## src/rtl/uart_register_datagram_crc8_macros.svh

```systemverilog
// Assertion macros for the register link RTL (included by urdc_back).
`ifndef UART_REGISTER_DATAGRAM_CRC8_MACROS_SVH
`define UART_REGISTER_DATAGRAM_CRC8_MACROS_SVH

// Check a property on a given clock, off while the given active-low reset is low.
`define URDC_ASSERT_ON(label, clock, reset_n, prop, msg) \
  label: assert property (@(posedge clock) disable iff (!reset_n) (prop)) else $error(msg);

// Check a property on the module's own clk and rst_n.
`define URDC_ASSERT(label, prop, msg) `URDC_ASSERT_ON(label, clk, rst_n, prop, msg)

`endif

```

## src/rtl/urdc_pkg.sv

```systemverilog
// Types, constants and the CRC-8 step shared by the register link modules.
package urdc_pkg;

  // Request codes on the input channel
  localparam logic [1:0] REQ_WRITE = 2'd0;
  localparam logic [1:0] REQ_READ  = 2'd1;
  localparam logic [1:0] REQ_RX    = 2'd2;

  // Result kinds
  localparam logic RESULT_TX    = 1'b0;
  localparam logic RESULT_REPLY = 1'b1;

  localparam logic [7:0] SyncByte     = 8'h05;
  localparam logic [7:0] CrcPoly      = 8'h07;
  localparam logic [7:0] CrcInit      = 8'h00;
  localparam logic [7:0] ReplyAddress = 8'hFF;

  // Byte positions inside frames
  localparam logic [2:0] WriteLastPos    = 3'd7;
  localparam logic [2:0] ReadLastPos     = 3'd3;
  localparam logic [2:0] ReplyLastPos    = 3'd7;
  localparam logic [2:0] ReplyAddrPos    = 3'd1;
  localparam logic [2:0] ReplyPayloadPos = 3'd3;

  localparam int unsigned QueueDepth = 2;

  typedef enum logic [1:0] {
    CMD_WRITE,
    CMD_READ,
    CMD_RX
  } cmd_kind_t;

  typedef struct packed {
    cmd_kind_t   kind;
    logic [6:0]  idx;
    logic [31:0] data;   // write value, or the received byte in the low bits
  } entry_t;

  typedef struct packed {
    logic   valid;
    entry_t entry;
  } head_t;

  typedef struct packed {
    logic        result_kind;
    logic [7:0]  tx_byte;
    logic        last;
    logic [31:0] read_value;
    logic        reply_valid;
  } result_t;

  // Feed one byte, LSB first, into a left-shifting CRC-8 register
  function automatic logic [7:0] crc8_feed(input logic [7:0] crc, input logic [7:0] b);
    logic [7:0] c;
    c = crc;
    for (int k = 0; k < 8; k++) begin
      c = (c[7] ^ b[k]) ? ({c[6:0], 1'b0} ^ CrcPoly) : {c[6:0], 1'b0};
    end
    return c;
  endfunction

endpackage

```

## src/rtl/uart_register_datagram_crc8.sv

```systemverilog
// Top level of the UART register link master: framing, CRC-8 and reply checking.
//
// Input channel (push/full): one transaction is a write request, a read request
// or one received line byte (in_req_type 0, 1, 2; code 3 is taken and dropped).
// Result channel (empty/pop): the oldest result sits on the out_ ports while
// empty is low. A write request yields 8 transmit bytes (sync, node, index with
// bit 7 set, value MSB first, CRC), a read request 4 (sync, node, index, CRC);
// out_last marks the CRC byte. Every eighth received byte yields one reply
// result with out_read_value and out_reply_valid (address 0xFF and CRC match).
// Configuration: cfg_valid/cfg_ready writes node_address; cfg_ready is always
// high. Write it only while the block is idle.
// Path: a request is first registered in the queue; its first result is then loaded
// into the result register, if the queue was empty and the result register free.
// Throughput: the back end emits one frame byte per cycle while the result
// register is free or popped; the request queue lets the next items enter
// while a frame is being sent. A stalled receiver (pop low) holds the result
// register and the back end waits, though received bytes other than every eighth
// still go in; full rises once the request queue is full. Reset clears the queue,
// the reply assembly state, the result valid flag and node_address.
module uart_register_datagram_crc8 import urdc_pkg::*; #(
  parameter int unsigned QUEUE_DEPTH = QueueDepth
) (
  input  logic        clk,
  input  logic        rst_n,
  // request channel
  input  logic        push,
  output logic        full,
  input  logic [1:0]  in_req_type,
  input  logic [6:0]  in_reg_index,
  input  logic [31:0] in_write_data,
  input  logic [7:0]  in_rx_byte,
  // result channel
  output logic        empty,
  input  logic        pop,
  output logic        out_result_kind,
  output logic [7:0]  out_tx_byte,
  output logic        out_last,
  output logic [31:0] out_read_value,
  output logic        out_reply_valid,
  // configuration
  input  logic        cfg_valid,
  output logic        cfg_ready,
  input  logic [7:0]  cfg_node_address
);

  logic [7:0] node_address_r;
  head_t      head;
  logic       head_pop;
  logic       out_valid;
  result_t    result;

  // Node address, always ready; the user must make writes only while idle (unchecked)
  assign cfg_ready = 1'b1;

  always_ff @(posedge clk) begin
    if (!rst_n) begin
      node_address_r <= 8'd0;
    end else if (cfg_valid && cfg_ready) begin
      node_address_r <= cfg_node_address;
    end
  end

  // Accept and classify requests; queue them in arrival order
  urdc_front #(
    .DEPTH (QUEUE_DEPTH)
  ) u_front (
    .clk        (clk),
    .rst_n      (rst_n),
    .push       (push),
    .full       (full),
    .req_type   (in_req_type),
    .reg_index  (in_reg_index),
    .write_data (in_write_data),
    .rx_byte    (in_rx_byte),
    .head       (head),
    .head_pop   (head_pop)
  );

  // Serialize frames and assemble replies into the result register
  urdc_back u_back (
    .clk          (clk),
    .rst_n        (rst_n),
    .node_address (node_address_r),
    .head         (head),
    .head_pop     (head_pop),
    .out_pop      (pop),
    .out_valid    (out_valid),
    .result       (result)
  );

  assign empty           = !out_valid;
  assign out_result_kind = result.result_kind;
  assign out_tx_byte     = result.tx_byte;
  assign out_last        = result.last;
  assign out_read_value  = result.read_value;
  assign out_reply_valid = result.reply_valid;

endmodule

```

## src/rtl/urdc_front.sv

```systemverilog
// Front end: accept requests, classify them and queue them for the back end.
module urdc_front import urdc_pkg::*; #(
  parameter int unsigned DEPTH = QueueDepth
) (
  input  logic        clk,
  input  logic        rst_n,
  input  logic        push,
  output logic        full,
  input  logic [1:0]  req_type,
  input  logic [6:0]  reg_index,
  input  logic [31:0] write_data,
  input  logic [7:0]  rx_byte,
  output head_t       head,
  input  logic        head_pop
);

  localparam int unsigned PtrW = (DEPTH > 1) ? $clog2(DEPTH) : 1;
  localparam int unsigned CntW = $clog2(DEPTH + 1);

  entry_t            q_r [DEPTH];
  logic [PtrW-1:0]   wr_ptr_r, wr_ptr_nxt;
  logic [PtrW-1:0]   rd_ptr_r, rd_ptr_nxt;
  logic [CntW-1:0]   count_r, count_nxt;
  entry_t            entry_in;
  logic              keep;
  logic              wr_en;
  logic              rd_en;

  // Classify; drop the unused code
  always_comb begin
    entry_in.kind = CMD_RX;
    entry_in.idx  = reg_index;
    entry_in.data = write_data;
    keep          = 1'b1;
    unique case (req_type)
      REQ_WRITE: entry_in.kind = CMD_WRITE;
      REQ_READ:  entry_in.kind = CMD_READ;
      REQ_RX: begin
        entry_in.kind = CMD_RX;
        entry_in.data = {24'd0, rx_byte};
      end
      default: keep = 1'b0;
    endcase
  end

  assign full  = (count_r == CntW'(DEPTH));
  assign wr_en = push && !full && keep;
  assign rd_en = head_pop && (count_r != '0);

  always_comb begin
    wr_ptr_nxt = wr_ptr_r;
    rd_ptr_nxt = rd_ptr_r;
    if (wr_en) begin
      wr_ptr_nxt = (wr_ptr_r == PtrW'(DEPTH - 1)) ? '0 : wr_ptr_r + 1'b1;
    end
    if (rd_en) begin
      rd_ptr_nxt = (rd_ptr_r == PtrW'(DEPTH - 1)) ? '0 : rd_ptr_r + 1'b1;
    end
    count_nxt = count_r + CntW'(wr_en) - CntW'(rd_en);
  end

  always_ff @(posedge clk) begin
    if (!rst_n) begin
      wr_ptr_r <= '0;
      rd_ptr_r <= '0;
      count_r  <= '0;
    end else begin
      wr_ptr_r <= wr_ptr_nxt;
      rd_ptr_r <= rd_ptr_nxt;
      count_r  <= count_nxt;
    end
  end

  always_ff @(posedge clk) begin
    if (wr_en) begin
      q_r[wr_ptr_r] <= entry_in;
    end
  end

  assign head.valid = (count_r != '0);
  assign head.entry = q_r[rd_ptr_r];

endmodule

```

## src/rtl/urdc_back.sv

```systemverilog
// Back end: serialize frames with CRC, assemble replies, hold the result register.
module urdc_back import urdc_pkg::*; (
  input  logic       clk,
  input  logic       rst_n,
  input  logic [7:0] node_address,
  input  head_t      head,
  output logic       head_pop,
  input  logic       out_pop,
  output logic       out_valid,
  output result_t    result
);

  `include "uart_register_datagram_crc8_macros.svh"

  logic [2:0]  pos_r, pos_nxt;
  logic [7:0]  crc_r, crc_nxt;
  logic [2:0]  rx_count_r, rx_count_nxt;
  logic [7:0]  rx_crc_r, rx_crc_nxt;
  logic [7:0]  rx_addr_r, rx_addr_nxt;
  logic [31:0] rx_payload_r, rx_payload_nxt;
  logic        out_valid_r, out_valid_nxt;
  result_t     result_r, result_nxt;

  entry_t      e;
  logic        out_free;
  logic        go;
  logic        out_load;
  logic        frame_last;
  logic [7:0]  body_byte;
  logic [7:0]  rx_b;

  assign e        = head.entry;
  assign rx_b     = e.data[7:0];
  assign out_free = !out_valid_r || out_pop;
  assign go       = head.valid &&
                    (out_free || (e.kind == CMD_RX && rx_count_r != ReplyLastPos));
  assign frame_last = (e.kind == CMD_WRITE) ? (pos_r == WriteLastPos)
                                            : (pos_r == ReadLastPos);

  always_comb begin
    case (pos_r)
      3'd0:    body_byte = SyncByte;
      3'd1:    body_byte = node_address;
      3'd2:    body_byte = {(e.kind == CMD_WRITE), e.idx};
      3'd3:    body_byte = e.data[31:24];
      3'd4:    body_byte = e.data[23:16];
      3'd5:    body_byte = e.data[15:8];
      default: body_byte = e.data[7:0];
    endcase
  end

  always_comb begin
    pos_nxt        = pos_r;
    crc_nxt        = crc_r;
    rx_count_nxt   = rx_count_r;
    rx_crc_nxt     = rx_crc_r;
    rx_addr_nxt    = rx_addr_r;
    rx_payload_nxt = rx_payload_r;
    head_pop       = 1'b0;
    out_load       = 1'b0;
    result_nxt     = result_r;
    if (go) begin
      if (e.kind == CMD_RX) begin
        head_pop = 1'b1;
        if (rx_count_r == ReplyLastPos) begin
          out_load               = 1'b1;
          result_nxt.result_kind = RESULT_REPLY;
          result_nxt.tx_byte     = 8'd0;
          result_nxt.last        = 1'b0;
          result_nxt.read_value  = rx_payload_r;
          result_nxt.reply_valid = (rx_addr_r == ReplyAddress) && (rx_crc_r == rx_b);
          rx_count_nxt           = 3'd0;
          rx_crc_nxt             = CrcInit;
          rx_addr_nxt            = 8'd0;
          rx_payload_nxt         = 32'd0;
        end else begin
          rx_crc_nxt   = crc8_feed(rx_crc_r, rx_b);
          rx_count_nxt = rx_count_r + 3'd1;
          if (rx_count_r == ReplyAddrPos) begin
            rx_addr_nxt = rx_b;
          end
          if (rx_count_r >= ReplyPayloadPos) begin
            rx_payload_nxt = {rx_payload_r[23:0], rx_b};
          end
        end
      end else begin
        out_load               = 1'b1;
        result_nxt.result_kind = RESULT_TX;
        result_nxt.tx_byte     = frame_last ? crc_r : body_byte;
        result_nxt.last        = frame_last;
        result_nxt.read_value  = 32'd0;
        result_nxt.reply_valid = 1'b0;
        if (frame_last) begin
          head_pop = 1'b1;
          pos_nxt  = 3'd0;
          crc_nxt  = CrcInit;
        end else begin
          pos_nxt = pos_r + 3'd1;
          crc_nxt = crc8_feed(crc_r, body_byte);
        end
      end
    end
    out_valid_nxt = out_load || (out_valid_r && !out_pop);
  end

  always_ff @(posedge clk) begin
    if (!rst_n) begin
      pos_r        <= 3'd0;
      crc_r        <= CrcInit;
      rx_count_r   <= 3'd0;
      rx_crc_r     <= CrcInit;
      rx_addr_r    <= 8'd0;
      rx_payload_r <= 32'd0;
      out_valid_r  <= 1'b0;
    end else begin
      pos_r        <= pos_nxt;
      crc_r        <= crc_nxt;
      rx_count_r   <= rx_count_nxt;
      rx_crc_r     <= rx_crc_nxt;
      rx_addr_r    <= rx_addr_nxt;
      rx_payload_r <= rx_payload_nxt;
      out_valid_r  <= out_valid_nxt;
    end
  end

  always_ff @(posedge clk) begin
    if (out_load) begin
      result_r <= result_nxt;
    end
  end

  assign out_valid = out_valid_r;
  assign result    = result_r;

  `URDC_ASSERT(a_mid_frame_head, (pos_r != 3'd0) |-> (head.valid && e.kind != CMD_RX), "frame in progress without a request at the head")
  `URDC_ASSERT(a_write_len, (head_pop && e.kind == CMD_WRITE) |-> (pos_r == WriteLastPos), "write request retired before its eighth byte")
  `URDC_ASSERT(a_read_len, (head_pop && e.kind == CMD_READ) |-> (pos_r == ReadLastPos), "read request retired before its fourth byte")
  `URDC_ASSERT(a_no_overwrite, (out_valid_r && !out_pop) |=> $stable(result_r), "waiting result overwritten")

endmodule

```

## config.mk

```make
export PLATFORM = sky130hd
export DESIGN_NAME = uart_register_datagram_crc8
export DESIGN_NICKNAME = d
export VERILOG_FILES = /design/src/rtl/urdc_pkg.sv /design/src/rtl/uart_register_datagram_crc8.sv /design/src/rtl/urdc_front.sv /design/src/rtl/urdc_back.sv
export VERILOG_INCLUDE_DIRS = /design/src /design/src/rtl
export SDC_FILE = /design/constraint.sdc
export NUM_CORES = 1
export LEC_CHECK = 0
export ABC_AREA = 1
export BUFFER_PORTS_ARGS = -buffer_cell sky130_fd_sc_hd__buf_2
export CORE_UTILIZATION = 63
export DETAILED_ROUTE_END_ITERATION = 16
export MAX_ROUTING_LAYER = met4
export PLACE_DENSITY = 0.9
export SLEW_MARGIN = 20
export SYNTH_ARGS = -nofsm -noshare
export SYNTH_HDL_FRONTEND = slang
export SYNTH_SLANG_ARGS = --single-unit
```

## constraint.sdc

```tcl
create_clock -name clk -period 5.4 [get_ports clk]
set_input_delay 0.54 -clock clk [delete_from_list [all_inputs] [get_ports clk]]
set_output_delay 0.54 -clock clk [all_outputs]
set_load 0.05 [all_outputs]
```

==> flow_summary.json, run 1 <==
{
  "status": "finished clean",
  "synthFlopType": "edfxtp_1",
  "slowest_delay_ps": 550,
  "layout.nets": 1163,
  "via_count": 7033,
  "path_buf_inv": 3,
  "skew_ps": 10.9,
  "required_ps": 5800,
  "grt_util_all_layers_pct": 27.9,
  "met1_usage_pct": 33.7,
  "crit_fanout": 57,
  "cts.clk_slew.worst_paths_ps": 70,
  "use_met3_pct": 2.88,
  "drive_above_1_share_pct": 18.0,
  "worstPathCellList": "ha_1 > ha_1 > clkinv_1 > nand2_4 > nand3_2 > o21ai_2 > inv_2 > nand2_4 > inv_4 > nand2_4 > nand2_1 > a21oi_1",
  "synthCells": 988,
  "syn_nets": 1062,
  "period_needed_ps": 3300,
  "clockBufferDepth": 3,
  "drtAntennaViolNets": 0,
  "cellPowerDensity_mw_per_mm2": 559,
  "power.leakage_nw": 4.40,
  "cts_root_buf": "clkbuf_16",
  "grt_pass1_vias": 6636,
  "setup_violations": 0,
  "cts_made_buffers": 21,
  "cts_setup_buffers": 0,
  "holdBufCountCts": 0,
  "routed_wl_um": 20000,
  "fin_util_pct": 74.7,
  "place_congestion": 0.881,
  "rsz0062_at_grt": "false",
  "overflow": 0,
  "yosysMostFrequentCell": "nand2_1",
  "vias_per_cell": 5.48,
  "criticalPathCategory": "reg2reg",
  "report.final.slew_viol_count": 0,
  "syn_area_mm2": 0.00915,
  "fin_crit_sh_pct": 61.1,
  "seqPwrFrac_pct": 36.4,
  "antenna_cells": 0,
  "fp.dieW_um": 123,
  "use_met2_pct": 48.6,
  "cts_tree": "yes",
  "ir_drop_mv": 0.321,
  "p_int_mw": 3.48,
  "die_area_mm2": 0.0150,
  "hold_viol": 0,
  "cts_resized": 0,
  "cp_top_family": "simple AND/OR/NAND/NOR gates",
  "io_buffers": 106,
  "avgSynthCellArea_um2": 9.26,
  "rows": 43,
  "yosysWarnings": 0,
  "pwr-share-comb_pct": 38.9,
  "grt_antenna_before_repair": 0,
  "yosys-top-cells-area": "edfxtp_1 (41%), dfxtp_1 (17%), nand2_1 (9.3%)",
  "grt_pass1_wl_um": 31600,
  "synth.largest_area_cell": "edfxtp_1",
  "grt_max_degree": 58,
  "tightest_slew_ps": 1000,
  "hold_path.class": "in2reg",
  "critPathSlowestCell": "clkinv_1",
  "busiest_layer": "met2",
  "clock.fmax_mhz": 303,
  "n_fill_cell": 935,
  "drc_errors": 0,
  "routedWlPerCell_um": 15.6,
  "maxCapViolations": 0,
  "synth_cell_type_count": 48,
  "hpwlAfterDp_um": 13600,
  "synth-edff-count": 125,
  "reg2reg_slack_ps": 2100,
  "area_delta_synth_final_pct": 14.5,
  "timing.critical_path.mode_cell": "nand2_4",
  "async_flop_share_pct": 0,
  "yosysSeqAreaShare_pct": 57.6,
  "worstPathArrival_ps": 3700,
  "drt_first_pass_iters": 6,
  "synth_common_cells": "nand2_1 (227), edfxtp_1 (125), nor2_1 (120), inv_1 (119), dfxtp_1 (76)",
  "finalSetupTns_ps": 0,
  "max_slew_margin_pct": 33.2,
  "cts_sinks": 201,
  "die_h_um": 123,
  "switching_share_pct": 40.7,
  "htree_num_levels": 1,
  "io_pins": 108,
  "ys_seq_elements": 201,
  "clk_latency_ps": 490,
  "cp-start-kind": "flip-flop",
  "pwr-share-clk_pct": 24.7,
  "core_area_mm2": 0.0140,
  "start_util_pct": 65.2,
  "yosysTopAreaCellShare_pct": 41.0,
  "switchingPower_mw": 2.39,
  "endpoint_kind": "flip-flop",
  "first_iter_violations": 769
}
placed cells by master (no fill, tap or decap), drive strengths merged, types with 12 or more instances in the layout:
| cell | netlist | routed |
|---|---|---|
| nand2 | 236 | 236 |
| inv | 126 | 126 |
| edfxtp | 125 | 125 |
| nor2 | 124 | 124 |
| buf | 21 | 111 |
| dfxtp | 76 | 76 |
| a21oi | 75 | 75 |
| nand3 | 54 | 54 |
| o21ai | 45 | 45 |
| clkbuf | 12 | 27 |
| a211oi | 22 | 22 |
| ha | 12 | 12 |
power groups by stage:
stage	sequential (mW)	clock (mW)	combinational (mW)
after floorplan	2.58	0	1.34
after global placement	2.15	0	2.18
after detailed placement	2.16	0	2.23
after CTS	2.14	1.45	2.25
after global routing	2.16	1.51	2.53
final	2.13	1.45	2.28
metal layers:
layer / vias up / routed length, um
met4: 0 / 672
met3: 52 / 1450
met1: 3230 / 7770
met5: - / 0
li1: 3438 / -
met2: 313 / 10100
kinds of logic (layout without fill, tap and decap cells):
kind of cell | Yosys count | count (layout) | share of synthesized area (%)
compound gates | 153 | 153 | 10.6
xor+xnor | 21 | 21 | 2.09
simple gates | 435 | 435 | 20.0
mux | 3 | 3 | 0.369
flops | 201 | 201 | 57.6
fa+ha+maj | 12 | 12 | 1.64
buf+inv | 162 | 277 | 7.66
other cells | 1 | 1 | 0.0410
state kept, by name, summed over array words and instances (netlist names), 2 cells and up, named ones only:
signal and flops:
u_front.q_r 82, u_back.pos_r 3, u_back.crc_r 8, u_back.rx_payload_r 32, u_front.count_r 2, u_back.rx_count_r 3, u_back.rx_addr_r 8, u_back.result 43
node_address_r 8, u_back.rx_crc_r 8
area by class of cell:
cell class | instances | area [um2] | area share (%)
Clock buffer | 27 | 558 | 5.32
Clock inverter | 10 | 129 | 1.23
Inverter | 129 | 492 | 4.69
Multi-Input combinational cell | 625 | 3200 | 30.5
Sequential cell | 201 | 5280 | 50.3
Tap cell | 180 | 225 | 2.15
Timing Repair Buffer | 111 | 608 | 5.80
path summary, 6_finish.rpt:
check,from,end,cells past startpoint
worst min-delay path,in_reg_index[2],u_front.q_r[0][34],1
worst min register to register,u_back.rx_addr_r[2],u_back.rx_addr_r[2],2
worst max-delay path,u_back.rx_count_r[0],u_back.rx_payload_r[31],12
worst max register to register,u_back.rx_count_r[0],u_back.rx_payload_r[31],12
stage by stage:
stage / setup WS (ps) / total power, mW / hold WS, ps / cell area, um2 / instances
finish: 2100 / 5.86 / 244 / 10500 / 1283
global route: 1790 / 6.20 / 236 / 10500 / 1283
CTS: 1730 / 5.84 / 232 / 10500 / 1282
detailed placement: 1840 / 4.40 / 441 / 9760 / 1245
global placement: 2020 / 4.33 / 435 / 9740 / 1244
floorplan: 2300 / 3.92 / 423 / 9150 / 988
(Power assumes the default switching activity.)
==> inputs of run 2 (changes only) <==
--- a/config.mk
+++ b/config.mk
@@ -8,10 +8,10 @@
 export LEC_CHECK = 0
 export ABC_AREA = 1
 export BUFFER_PORTS_ARGS = -buffer_cell sky130_fd_sc_hd__buf_2
-export CORE_UTILIZATION = 63
+export CORE_UTILIZATION = 53
 export DETAILED_ROUTE_END_ITERATION = 16
 export MAX_ROUTING_LAYER = met4
-export PLACE_DENSITY = 0.9
+export PLACE_DENSITY = 0.81
 export SLEW_MARGIN = 20
 export SYNTH_ARGS = -nofsm -noshare
 export SYNTH_HDL_FRONTEND = slang
==> constraint.sdc (replaced) <==
create_clock -name clk -period 2.88 [get_ports clk]
set_input_delay 0.288 -clock clk [delete_from_list [all_inputs] [get_ports clk]]
set_output_delay 0.288 -clock clk [all_outputs]
set_load 0.05 [all_outputs]
==> flow_summary.json, run 2 (synthesis results as in run 1) <==
{
  "htree_num_levels": 1,
  "endpoint_kind": "flip-flop",
  "crit_fanout": 16,
  "cellPowerDensity_mw_per_mm2": 1030,
  "timing.critical_path.mode_cell": "inv_1",
  "slowest_delay_ps": 520,
  "cts_tree": "yes",
  "place_congestion": 0.898,
  "io_buffers": 106,
  "cts_made_buffers": 21,
  "max_slew_margin_pct": 47.2,
  "via_count": 6968,
  "finalSetupTns_ps": 0,
  "hold_path.class": "in2reg",
  "hpwlAfterDp_um": 13500,
  "drtAntennaViolNets": 0,
  "clock.fmax_mhz": 381,
  "path_buf_inv": 5,
  "die_h_um": 133,
  "clk_latency_ps": 500,
  "largest_reg_flops": 82,
  "die_area_mm2": 0.0178,
  "grt_pass1_vias": 6496,
  "final_common_cell": "nand2_1",
  "p_total_mw": 10.9,
  "grt_max_degree": 43,
  "cts.clk_slew.worst_paths_ps": 70,
  "required_ps": 3300,
  "grt_antenna_before_repair": 0,
  "grt_util_all_layers_pct": 22.9,
  "r2r_cells": 16,
  "clockBufferDepth": 3,
  "cts_setup_buffers": 0,
  "critPathSlowestCell": "dfxtp_1",
  "routed_wl_um": 19400,
  "first_iter_violations": 411,
  "rr_endpoint": "u_front.count_r[1]",
  "start_util_pct": 54.8,
  "layout.nets": 1180,
  "top_register": "u_front.q_r",
  "maxCapViolations": 0,
  "core_area_mm2": 0.0167,
  "ir_drop_mv": 0.640,
  "drive_above_1_share_pct": 18.8,
  "fp.dieW_um": 133,
  "worstHoldStart": "cfg_node_address[0]",
  "n_fill_cell": 1351,
  "report.final.slew_viol_count": 0,
  "cts_sinks": 201,
  "min_to": "node_address_r[0]",
  "overflow": 0,
  "hold_viol": 0,
  "routedWlPerCell_um": 14.5,
  "period_needed_ps": 2630,
  "worstPathArrival_ps": 3050,
  "vias_per_cell": 5.20,
  "antenna_cells": 0,
  "power.leakage_nw": 4.45,
  "drt_first_pass_iters": 5,
  "grt_pass1_wl_um": 31400,
  "worstPathCellList": "inv_6 > nand2_2 > nand2_2 > nor2_1 > o21a_1 > inv_1 > nor2_2 > inv_2 > nand2_1 > inv_1 > ha_1 > inv_1 > ha_1 > xor2_1 > o21ai_0 > a21oi_1",
  "rsz0062_at_grt": "false",
  "cp_top_family": "simple AND/OR/NAND/NOR gates",
  "setup_violations": 0,
  "cts_root_buf": "clkbuf_16",
  "hold_depth": 3,
  "reg2reg_slack_ps": 250,
  "io_pins": 108,
  "fin_crit_sh_pct": 91.2,
  "rows": 47,
  "skew_ps": 14.8,
  "mostFrequentLayoutCells": "nand2_1 (227), edfxtp_1 (125), inv_1 (118), nor2_1 (118), buf_2 (106)",
  "area_delta_synth_final_pct": 16.4,
  "cp-start-kind": "flip-flop",
  "status": "finished clean",
  "drc_errors": 0,
  "criticalPathCategory": "reg2reg",
  "tightest_slew_ps": 792
}
-- run 2: cell count changes in the layout (fill, tap and decap cells not counted), sizes merged --
| cell | before | now |
|---|---|---|
| buf | 111 | 121 |
| clkinvlp | 2 | 3 |
| bufinv | 3 | 2 |
| inv | 126 | 125 |
| clkinv | 8 | 9 |
| dlygate4sd3 | 0 | 7 |
-- run 2: worst max-delay path by stage --
stage	slack, ps	endpoint	startpoint	cells after the start
global route	40	u_front.count_r[1]	flip-flop	16
detailed placement	300	u_front.count_r[1]	u_back.pos_r[1]	15
CTS	270	u_front.count_r[1]	flip-flop	16
finish	250	u_front.count_r[1]	flip-flop	16
floorplan	230	u_back.result[0]	u_back.rx_count_r[0]	10
global placement	380	u_back.crc_r[2]	u_back.pos_r[0]	16
-- run 2: tightest hold or removal path, stage by stage --
cell and delay [ps]:
buf_2 70, nor2_1 40, nor2_1 80
-- run 2: final cells by class --
cell class | count | area, um2 | share of cell area, %
clock inverter | 10 | 105 | 0.987
clock buffer | 27 | 558 | 5.24
timing repair buffer | 128 | 751 | 7.05
tap | 220 | 275 | 2.58
inverter | 129 | 495 | 4.65
multi-input combinational | 625 | 3190 | 30.0
sequential | 201 | 5280 | 49.5
-- run 2: metrics by stage --
step	util, %	hold slack, ps	setup slack [ps]	instance area [um2]	std cells
4_1_cts	63.8	6.12	268	10600	1340
2_1_floorplan	-	387	231	9160	988
3_3_place_gp	59.4	435	377	9910	1296
3_5_place_dp	59.4	439	297	9910	1296
5_1_grt	63.8	25.5	35.3	10700	1340
6_report	63.8	19.3	255	10700	1340
-- run 2: power breakdown --
group | leakage [nW] | internal, mW | switching (mW)
logic | 2.33 | 1.18 | 3.15
registers | 1.80 | 3.74 | 0.244
clock network | 0.324 | 1.55 | 1.07
total | 4.45 | 6.47 | 4.46
-- run 2: layer usage --
metal / GRT usage [%] / vias to the layer above / routed length (um)
met2: 38.3 / 254 / 9320
li1: - / 3469 / -
met4: 8.08 / 0 / 632
met3: 2.93 / 50 / 1100
met1: 28.7 / 3195 / 8400
met5: - / - / 0
-- run 2: repair_timing --
action | 4_1_cts | 5_1_grt
gates resized for setup | 0 | 1
endpoints found under the hold margin | 14 | 0
hold buffers | 7 | 0
endpoints found under the setup margin | 0 | 1
==> inputs of run 3 (changes only) <==
--- a/config.mk
+++ b/config.mk
@@ -6,12 +6,12 @@
 export SDC_FILE = /design/constraint.sdc
 export NUM_CORES = 1
 export LEC_CHECK = 0
-export ABC_AREA = 1
 export BUFFER_PORTS_ARGS = -buffer_cell sky130_fd_sc_hd__buf_2
 export CORE_UTILIZATION = 53
+export CTS_BUF_LIST = sky130_fd_sc_hd__clkbuf_16
 export DETAILED_ROUTE_END_ITERATION = 16
 export MAX_ROUTING_LAYER = met4
-export PLACE_DENSITY = 0.81
+export PLACE_DENSITY = 0.82
 export SLEW_MARGIN = 20
 export SYNTH_ARGS = -nofsm -noshare
 export SYNTH_HDL_FRONTEND = slang
==> flow_summary.json, run 3 <==
{
  "power.leakage_nw": 4.00,
  "area_delta_synth_final_pct": 19.0,
  "synth-edff-count": 125,
  "core_area_mm2": 0.0166,
  "antenna_cells": 0,
  "grt_max_degree": 58,
  "maxCapViolations": 0,
  "grt_pass1_wl_um": 30200,
  "drtAntennaViolNets": 0,
  "io_pins": 108,
  "cellPowerDensity_mw_per_mm2": 985,
  "routedWlPerCell_um": 16.7,
  "hpwlAfterDp_um": 12900,
  "pwr-share-comb_pct": 40.2,
  "clockBufferDepth": 3,
  "synthCells": 753,
  "worstHoldStart": "in_reg_index[1]",
  "synthFlopType": "edfxtp_1",
  "final_area_mm2": 0.0108,
  "crit_fanout": 8,
  "cts_made_buffers": 21,
  "synth.largest_area_cell": "edfxtp_1",
  "report.final.slew_viol_count": 0,
  "status": "finished clean",
  "final_common_cell": "edfxtp_1",
  "overflow": 0,
  "rr_endpoint": "u_back.crc_r[0]",
  "rows": 47,
  "r2r-start": "u_back.pos_r[0]",
  "io_buffers": 106,
  "setup_violations": 0,
  "syn_area_mm2": 0.00909,
  "largest_reg_flops": 82,
  "p_total_mw": 10.7,
  "synth_cell_type_count": 61,
  "cts_sinks": 201,
  "required_ps": 3250,
  "tightest_slew_ps": 553,
  "first_iter_violations": 376,
  "rsz0062_at_grt": "false",
  "post_dp_cell_area_mm2": 0.0101,
  "criticalPathCategory": "reg2reg",
  "clk_latency_ps": 490,
  "yosysSeqAreaShare_pct": 58.0,
  "fin_crit_sh_pct": 96.5,
  "seqPwrFrac_pct": 36.4,
  "grt_pass1_vias": 5950,
  "worstSetupEndpoint": "u_back.crc_r[0]",
  "vias_per_cell": 5.32,
  "die_h_um": 133,
  "die_area_mm2": 0.0177,
  "switching_share_pct": 36.7,
  "worstPathArrival_ps": 3150,
  "timing.hold.ws_ps": 18.9,
  "hold_path.class": "in2reg",
  "cts_root_buf": "clkbuf_16",
  "drc_errors": 0,
  "yosysTopAreaCellShare_pct": 41.3,
  "ir_drop_mv": 0.586,
  "routed_wl_um": 18700,
  "place_inst": 1075,
  "timing.final.ws_setup_ps": 101,
  "instances_no_fill": 1120,
  "cp-start-kind": "flip-flop",
  "hold_viol": 0,
  "max_slew_margin_pct": 62.4,
  "r2r_cells": 11,
  "grt_util_all_layers_pct": 22.4,
  "clock.fmax_mhz": 360,
  "start_util_pct": 54.6,
  "reg2reg_slack_ps": 100,
  "fin_util_pct": 65.0,
  "mostFrequentLayoutCells": "edfxtp_1 (125), buf_2 (106), dfxtp_1 (73), and2_1 (65), nor2b_1 (58)",
  "pwr-share-clk_pct": 23.4,
  "skew_ps": 8.22,
  "syn_nets": 827,
  "fp.dieW_um": 133,
  "post-place-ws_ps": 39.2,
  "drt_first_pass_iters": 4,
  "async_flop_share_pct": 0,
  "yosysMostFrequentCell": "edfxtp_1",
  "synth_common_cells": "edfxtp_1 (125), dfxtp_1 (76), and2_1 (66), nor2b_1 (59), nor2_1 (43)",
  "cts_tree": "yes",
  "yosys-top-cells-area": "edfxtp_1 (41%), dfxtp_1 (17%), and2_1 (4.5%)",
  "n_fill_cell": 1254,
  "avgSynthCellArea_um2": 12.1,
  "via_count": 5957,
  "grt_antenna_before_repair": 0,
  "htree_num_levels": 1,
  "ys_seq_elements": 201,
  "hold_depth": 1,
  "endpoint_kind": "flip-flop",
  "layout.nets": 962,
  "place_congestion": 0.912,
  "startpoint": "u_back.pos_r[0]",
  "period_needed_ps": 2780,
  "yosysWarnings": 0,
  "drive_above_1_share_pct": 26.3,
  "top_register": "u_front.q_r",
  "switchingPower_mw": 3.91,
  "finalSetupTns_ps": 0,
  "cts.clk_slew.worst_paths_ps": 60,
  "p_int_mw": 6.75
}
==> run 3: changes by cell type in the layout (fill, tap and decap cells not counted), sizes merged, moves of 29 or more <==
cell   delta
a21oi    -36
and2     +66
buf      +29
inv     -102
mux2i    +33
nand2   -216
nand3    -47
nor2     -80
nor2b    +59
o21ai    -35
xnor2    +36
==> run 3: layout make-up <==
| type | instances | area [um2] | share of cell area, % |
|---|---|---|---|
| Clock inverter | 14 | 104 | 0.960 |
| Timing Repair Buffer | 156 | 950 | 8.77 |
| Tap cell | 220 | 275 | 2.54 |
| Sequential cell | 201 | 5280 | 48.8 |
| Clock buffer | 21 | 526 | 4.86 |
| Multi-Input combinational cell | 489 | 3620 | 33.4 |
| Inverter | 19 | 71.3 | 0.659 |
==> run 3: critical path: stages (launching register included) <==
cell and delay [ps]:
dfxtp_2 370, inv_2 70, ha_4 170, nor2b_2 170, buf_6 140, a222oi_1 500
a31oi_4 180, xnor2_2 260, xor2_2 280, xnor2_2 170, nor3_1 70, a221o_1 290
==> run 3: worst min path at each step <==
stage | to | slack, ps
finish | u_front.q_r[1][33] | 20
CTS | u_front.q_r[1][33] | 6
detailed placement | u_front.q_r[0][34] | 480
global route | u_front.q_r[1][33] | 9
global placement | u_front.q_r[0][34] | 480
floorplan | u_front.q_r[0][32] | 390
==> run 3: kinds of logic after synthesis <==
kind of cell    share of synthesized area [%]
simple gates                             15.7
flops                                    58.0
compound gates                           8.23
mux                                      7.68
buf+inv                                  3.11
xor+xnor                                 5.52
fa+ha+maj                                1.65
other cells                            0.0412
==> run 3: routing by layer <==
metal	global-route usage, %	share of wire [%]	up-vias
met5	-	0	-
met4	8.37	3.2	0
met3	3.07	3.5	44
met2	38.0	50	155
met1	27.0	43	2816
li1	-	-	2942
==> run 3: power by group through the flow <==
stage	clock [mW]	combinational [mW]	sequential [mW]
3_3_place_gp	0	4.05	3.92
3_5_place_dp	0	4.12	3.93
6_report	2.49	4.29	3.88
2_1_floorplan	0	2.41	4.60
4_1_cts	2.54	4.23	3.88
5_1_grt	2.64	4.61	3.92
==> run 3: what timing repair did <==
| action | 4_1_cts | 5_1_grt |
|---|---|---|
| hold buffers | 6 | 0 |
| hold endpoints to repair | 12 | 0 |
| cloned | 0 | 0 |
| setup buffers | 2 | 2 |
| pin swaps | 3 | 9 |
| resized for setup | 2 | 11 |
| setup endpoints to repair | 2 | 7 |
